**config.mk**
```make
export PLATFORM = sky130hd
export DESIGN_NAME = skht_home_unit
export DESIGN_NICKNAME = d
export VERILOG_FILES = /design/src/hw/rtl/skht_pkg.sv /design/src/hw/rtl/skht_home_unit.sv
export SDC_FILE = /design/constraint.sdc
export NUM_CORES = 1
export LEC_CHECK = 0
export BUFFER_PORTS_ARGS = -buffer_cell sky130_fd_sc_hd__buf_4
export CORE_MARGIN = 2
export CORE_UTILIZATION = 65
export DETAILED_ROUTE_END_ITERATION = 8
export GPL_ROUTABILITY_DRIVEN = 0
export GPL_TIMING_DRIVEN = 0
export PLACE_DENSITY = 0.83
export SYNTH_ARGS = -nofsm -noshare
export SYNTH_HDL_FRONTEND = slang
export SYNTH_SLANG_ARGS = --single-unit
export TNS_END_PERCENT = 30
```
**constraint.sdc**
```tcl
create_clock -name clk -period 15.3 [get_ports clk]
set_input_delay 4.59 -clock clk [delete_from_list [all_inputs] [get_ports clk]]
set_output_delay 4.59 -clock clk [all_outputs]
set_load 0.005 [all_outputs]
```
**src/hw/rtl/skht_pkg.sv**
```systemverilog
// Package for the string key hash table: field widths, request and status
// codes, hash constants and default sizes. No dependencies.
`default_nettype none

package skht_pkg;

  localparam int TABLE_SLOTS_DEF = 97;
  localparam int KEY_BYTES_DEF   = 8;
  localparam int HANDLE_BITS_DEF = 32;

  localparam int KEY_W    = 64;
  localparam int ACTION_W = 2;
  localparam int STATUS_W = 2;
  localparam int SLOT_W   = 7;
  localparam int HOUT_W   = 32;
  localparam int HIN_W    = 32;

  localparam int HASH_W        = 32;
  localparam int HASH_SHIFT_LO = 6;
  localparam int HASH_SHIFT_HI = 16;
  localparam logic [HASH_W-1:0] HASH_MASK = 32'h7fff_ffff;

  typedef enum logic [ACTION_W-1:0] {
    ACT_INSERT = 2'd0,
    ACT_REMOVE = 2'd1,
    ACT_FIND   = 2'd2,
    ACT_NONE   = 2'd3
  } action_t;

  typedef enum logic [STATUS_W-1:0] {
    STS_OK        = 2'd0,
    STS_NOT_FOUND = 2'd1,
    STS_FULL      = 2'd2,
    STS_DUPLICATE = 2'd3
  } status_t;

endpackage

`default_nettype wire

```
**src/hw/rtl/skht_home_unit.sv**
```systemverilog
// Home slot unit: normalizes a name and hashes it one byte per cycle, then
// reduces the masked hash modulo the slot count by a reciprocal multiply.
// Depends on skht_pkg.
`default_nettype none

module skht_home_unit #(
  parameter int TABLE_SLOTS = skht_pkg::TABLE_SLOTS_DEF,
  parameter int KEY_BYTES   = skht_pkg::KEY_BYTES_DEF
) (
  input  wire logic                         clk,
  input  wire logic                         rst_n,
  input  wire logic                         go,
  input  wire logic [skht_pkg::KEY_W-1:0]   raw_key,
  output logic                              done,
  output logic [skht_pkg::KEY_W-1:0]        norm_key,
  output logic [$clog2(TABLE_SLOTS)-1:0]    home
);

  localparam int LOC_W  = $clog2(TABLE_SLOTS);
  localparam int HB_W   = skht_pkg::HASH_W - 1;
  localparam int PROD_W = 2 * HB_W + 1;
  localparam int RCP_SH = HB_W + LOC_W;
  localparam int Q_W    = PROD_W - RCP_SH;
  localparam logic [skht_pkg::KEY_W-1:0] KEY_KEEP =
    ~({skht_pkg::KEY_W{1'b1}} >> (8 * KEY_BYTES));
  // The rounded-up reciprocal gives the exact quotient for every 31-bit
  // masked hash, since its rounding error stays below the slot count.
  localparam logic [63:0] RCP_FULL =
    ((64'd1 << RCP_SH) + 64'(TABLE_SLOTS) - 64'd1) / 64'(TABLE_SLOTS);
  localparam logic [HB_W:0] RECIP = RCP_FULL[HB_W:0];

  typedef enum logic [4:0] {
    H_IDLE = 5'b00001,
    H_HASH = 5'b00010,
    H_MUL  = 5'b00100,
    H_FOLD = 5'b01000,
    H_SUB  = 5'b10000
  } hstate_t;

  hstate_t                        state_r, state_nxt;
  logic [2:0]                     cnt_r, cnt_nxt;
  logic                           ended_r, ended_nxt;
  logic [skht_pkg::KEY_W-1:0]     key_r, key_nxt;
  logic [skht_pkg::HASH_W-1:0]    h_r, h_nxt;
  logic [PROD_W-1:0]              prod_r, prod_nxt;
  logic [LOC_W-1:0]               qd_r, qd_nxt;
  logic [Q_W-1:0]                 quot;
  logic [7:0]                     cur_byte;
  logic [skht_pkg::HASH_W-1:0]    h_step;

  always_comb begin
    cur_byte = '0;
    for (int b = 0; b < 8; b++) begin
      if (cnt_r == 3'(b)) begin
        cur_byte = key_r[skht_pkg::KEY_W-1-8*b -: 8];
      end
    end
    h_step = {24'b0, cur_byte} + (h_r << skht_pkg::HASH_SHIFT_LO)
           + (h_r << skht_pkg::HASH_SHIFT_HI) - h_r;
  end

  assign quot = prod_r[PROD_W-1:RCP_SH];

  always_comb begin
    state_nxt = state_r;
    cnt_nxt   = cnt_r;
    ended_nxt = ended_r;
    key_nxt   = key_r;
    h_nxt     = h_r;
    prod_nxt  = prod_r;
    qd_nxt    = qd_r;
    done      = 1'b0;
    case (state_r)
      H_IDLE: begin
        if (go) begin
          state_nxt = H_HASH;
          cnt_nxt   = '0;
          ended_nxt = 1'b0;
          key_nxt   = raw_key & KEY_KEEP;
          h_nxt     = '0;
        end
      end
      H_HASH: begin
        if (ended_r || cur_byte == 8'd0) begin
          ended_nxt = 1'b1;
          for (int b = 0; b < 8; b++) begin
            if (cnt_r == 3'(b)) begin
              key_nxt[skht_pkg::KEY_W-1-8*b -: 8] = 8'd0;
            end
          end
        end else begin
          h_nxt = h_step;
        end
        if (cnt_r == 3'(KEY_BYTES - 1)) begin
          state_nxt = H_MUL;
          cnt_nxt   = '0;
          h_nxt     = h_nxt & skht_pkg::HASH_MASK;
        end else begin
          cnt_nxt = cnt_r + 3'd1;
        end
      end
      H_MUL: begin
        prod_nxt  = {{(PROD_W-HB_W){1'b0}}, h_r[HB_W-1:0]}
                  * {{(PROD_W-HB_W-1){1'b0}}, RECIP};
        state_nxt = H_FOLD;
      end
      H_FOLD: begin
        // Only the low bits of quotient times slot count reach the remainder.
        qd_nxt    = quot[LOC_W-1:0] * LOC_W'(TABLE_SLOTS);
        state_nxt = H_SUB;
      end
      H_SUB: begin
        state_nxt = H_IDLE;
        done      = 1'b1;
      end
      default: begin
        state_nxt = H_IDLE;
      end
    endcase
  end

  assign norm_key = key_r;
  assign home     = h_r[LOC_W-1:0] - qd_r;

  always_ff @(posedge clk) begin
    if (!rst_n) begin
      state_r <= H_IDLE;
    end else begin
      state_r <= state_nxt;
    end
    cnt_r   <= cnt_nxt;
    ended_r <= ended_nxt;
    key_r   <= key_nxt;
    h_r     <= h_nxt;
    prod_r  <= prod_nxt;
    qd_r    <= qd_nxt;
  end

endmodule

`default_nettype wire

```
==> impl_metrics.json <==
{
  "synth_cell_types": 65,
  "synth-seq-cells": 118,
  "die-area_sq_um": 30800,
  "synth_area_leaders": "fa_1 (33%), ha_1 (18%), edfxtp_1 (18%)",
  "finalMaxSlewViolations": 0,
  "cts_tree": "built",
  "cts_made_buffers": 17,
  "clock_sinks": 118,
  "yosysTopAreaCell": "fa_1",
  "drtIter0Drc": 907,
  "grt_max_degree": 35,
  "rsz0062_at_grt": "false",
  "die_h_microns": 176,
  "tns_ns": 0,
  "die_x_microns": 176,
  "ys.flop_type": "edfxtp_1",
  "synth_edf_count": 113,
  "cts_hold_buf": 0,
  "setup_slack_ns": 6.41,
  "vias_per_cell": 5.79,
  "drc": 0,
  "crit_arrival_ns": 9.11,
  "antenna_cells": 0,
  "syn_area_per_cell_sq_um": 10.3,
  "status": "complete, no violations",
  "setup_viol": 0,
  "syn_area_sq_um": 19100,
  "worstMarginPinSlew_ns": 1.09,
  "cp-end-kind": "flip-flop",
  "fin_nets": 2682,
  "post-route-period-util_pct": 58.1,
  "wl_per_cell_microns": 20.3,
  "synth_top_area_share_pct": 32.8,
  "layout.cells.non_filler": 2420,
  "cts-root-buf": "clkbuf_16",
  "critPathRequiredTime_ns": 15.52,
  "drt_pass1_iterations": 8,
  "max_slew_margin_pct": 27.0,
  "netlist_top_cells_count": "inv_1 (523), fa_1 (313), ha_1 (279)",
  "antenna_found_initial": 0,
  "max_freq_mhz": 112,
  "startpoint": "h_r[11]",
  "crit_fanout": 9,
  "synth_fp_nets": 2524,
  "r2r-start": "h_r[11]",
  "post_cts_buffers": 0,
  "worst_clock_skew_ns": 0.0113,
  "area_growth_syn_to_layout_pct": 11.0,
  "clk_pin_slew_ns": 0.06,
  "htreeDepth": 4,
  "yosysMostFrequentCell": "inv_1",
  "dp_hpwl_mm": 40.7,
  "place_ws_ns": 6.39,
  "synth_cells": 1865,
  "hold_class": "flip-flop to flip-flop",
  "ys_seq_area_share_pct": 18.3,
  "start_util_pct": 66.3,
  "first_global_vias": 15100,
  "drt_wl_total_mm": 49.2,
  "drive_gt1_share_pct": 9.43,
  "final_util_pct": 73.6,
  "hold_violations": 0,
  "vias": 14000,
  "start_kind": "flip-flop",
  "holdCritStartpoint": "prod_r[41]",
  "period_needed_ns": 8.89,
  "yosys_warnings": 0,
  "core_area_sq_um": 28900,
  "row_count": 62,
  "setup.worst_path.class": "flip-flop to flip-flop",
  "grt_first_pass_wirelength_mm": 78.6,
  "ios": 139,
  "io_buffers": 138,
  "clk_path_buf_depth": 2,
  "insertion_delay_ns": 0.42,
  "ant_nets": 0,
  "grtUsageTotal_pct": 33.3,
  "maxCapViolations": 0,
  "grt.overflow.total": 0,
  "cts.repair.resized": 0,
  "placed_cells": 2387,
  "synthArstFlopShare_pct": 0
}
==> routing by layer <==
layer / GRT usage, % / wire length [microns] / part of all wire, %
met1: 40.9 / 18400 / 37
met5: 0 / 0 / 0
met2: 57.2 / 24100 / 49
met3: 6.82 / 4300 / 8.7
met4: 14.6 / 2390 / 4.9
==> cells in the final DEF (no fill, tap or decap), types with 31 or more instances in the layout <==
| cell type | instances |
|---|---|
| buf_4 | 142 |
| inv_1 | 523 |
| and2_1 | 69 |
| nand2_1 | 31 |
| o21ai_0 | 32 |
| edfxtp_1 | 113 |
| a21oi_1 | 89 |
| xnor2_1 | 38 |
| ha_1 | 279 |
| nor2_1 | 73 |
| fa_1 | 313 |
==> final timing paths <==
path                                   end  slack [ns]  cells past startpoint
worst min register to register     qd_r[3]        0.43                      0
worst max-delay path            prod_r[44]        6.41                     23
worst min-delay path               qd_r[3]        0.43                      0
worst max register to register  prod_r[44]        6.41                     23
==> area by class of cell <==
cell class / count / area [sq um]
Buffer: 30 / 165
Sequential cell: 118 / 3490
Tap cell: 384 / 480
Inverter: 524 / 1970
Timing Repair Buffer: 139 / 1060
Clock buffer: 18 / 429
Fill cell: 1952 / 7630
Multi-Input combinational cell: 1193 / 13500
Clock inverter: 14 / 126
==> flip-flops by register name, summed over array words and instances (netlist names) <==
name / cells
norm_key: 64
h_r: 31
state_r: 5
prod_r: 7
cnt_r: 3
ended_r: 1
qd_r: 7
==> per-stage QoR <==
stage          hold WS, ns  area (sq um)
6_report             0.434         21200
5_1_grt              0.446         21200
2_1_floorplan        0.400         19100
3_3_place_gp         0.424         20600
3_5_place_dp         0.425         20600
4_1_cts              0.440         21200
==> logic make-up after synthesis <==
logic type	after synthesis	synth area share (%)
xor+xnor	50	2.29
compound gates	248	8.46
fa+ha+maj	592	51.0
mux	15	0.785
buf+inv	554	11.1
flops	118	18.3
simple gates	288	8.06
==> worst max-delay path: stages (launching register included) <==
cell and delay [ns]:
edfxtp_1 0.84, inv_1 0.62, fa_1 0.70, inv_1 0.09, fa_1 0.41, fa_1 0.49, inv_1 0.05, fa_1 0.47
inv_1 0.05, fa_1 0.50, fa_1 0.47, fa_1 0.51, inv_1 0.05, fa_1 0.47, inv_1 0.05, ha_1 0.32
a21o_1 0.18, a21o_1 0.17, a2111oi_1 0.54, o211ai_1 0.20, nor4b_2 0.85, or3_1 0.25, nand2_1 0.08, a311oi_1 0.32
Power is not shown: default switching activity piles up to over one toggle a cycle in this logic, so the estimate is an artifact.
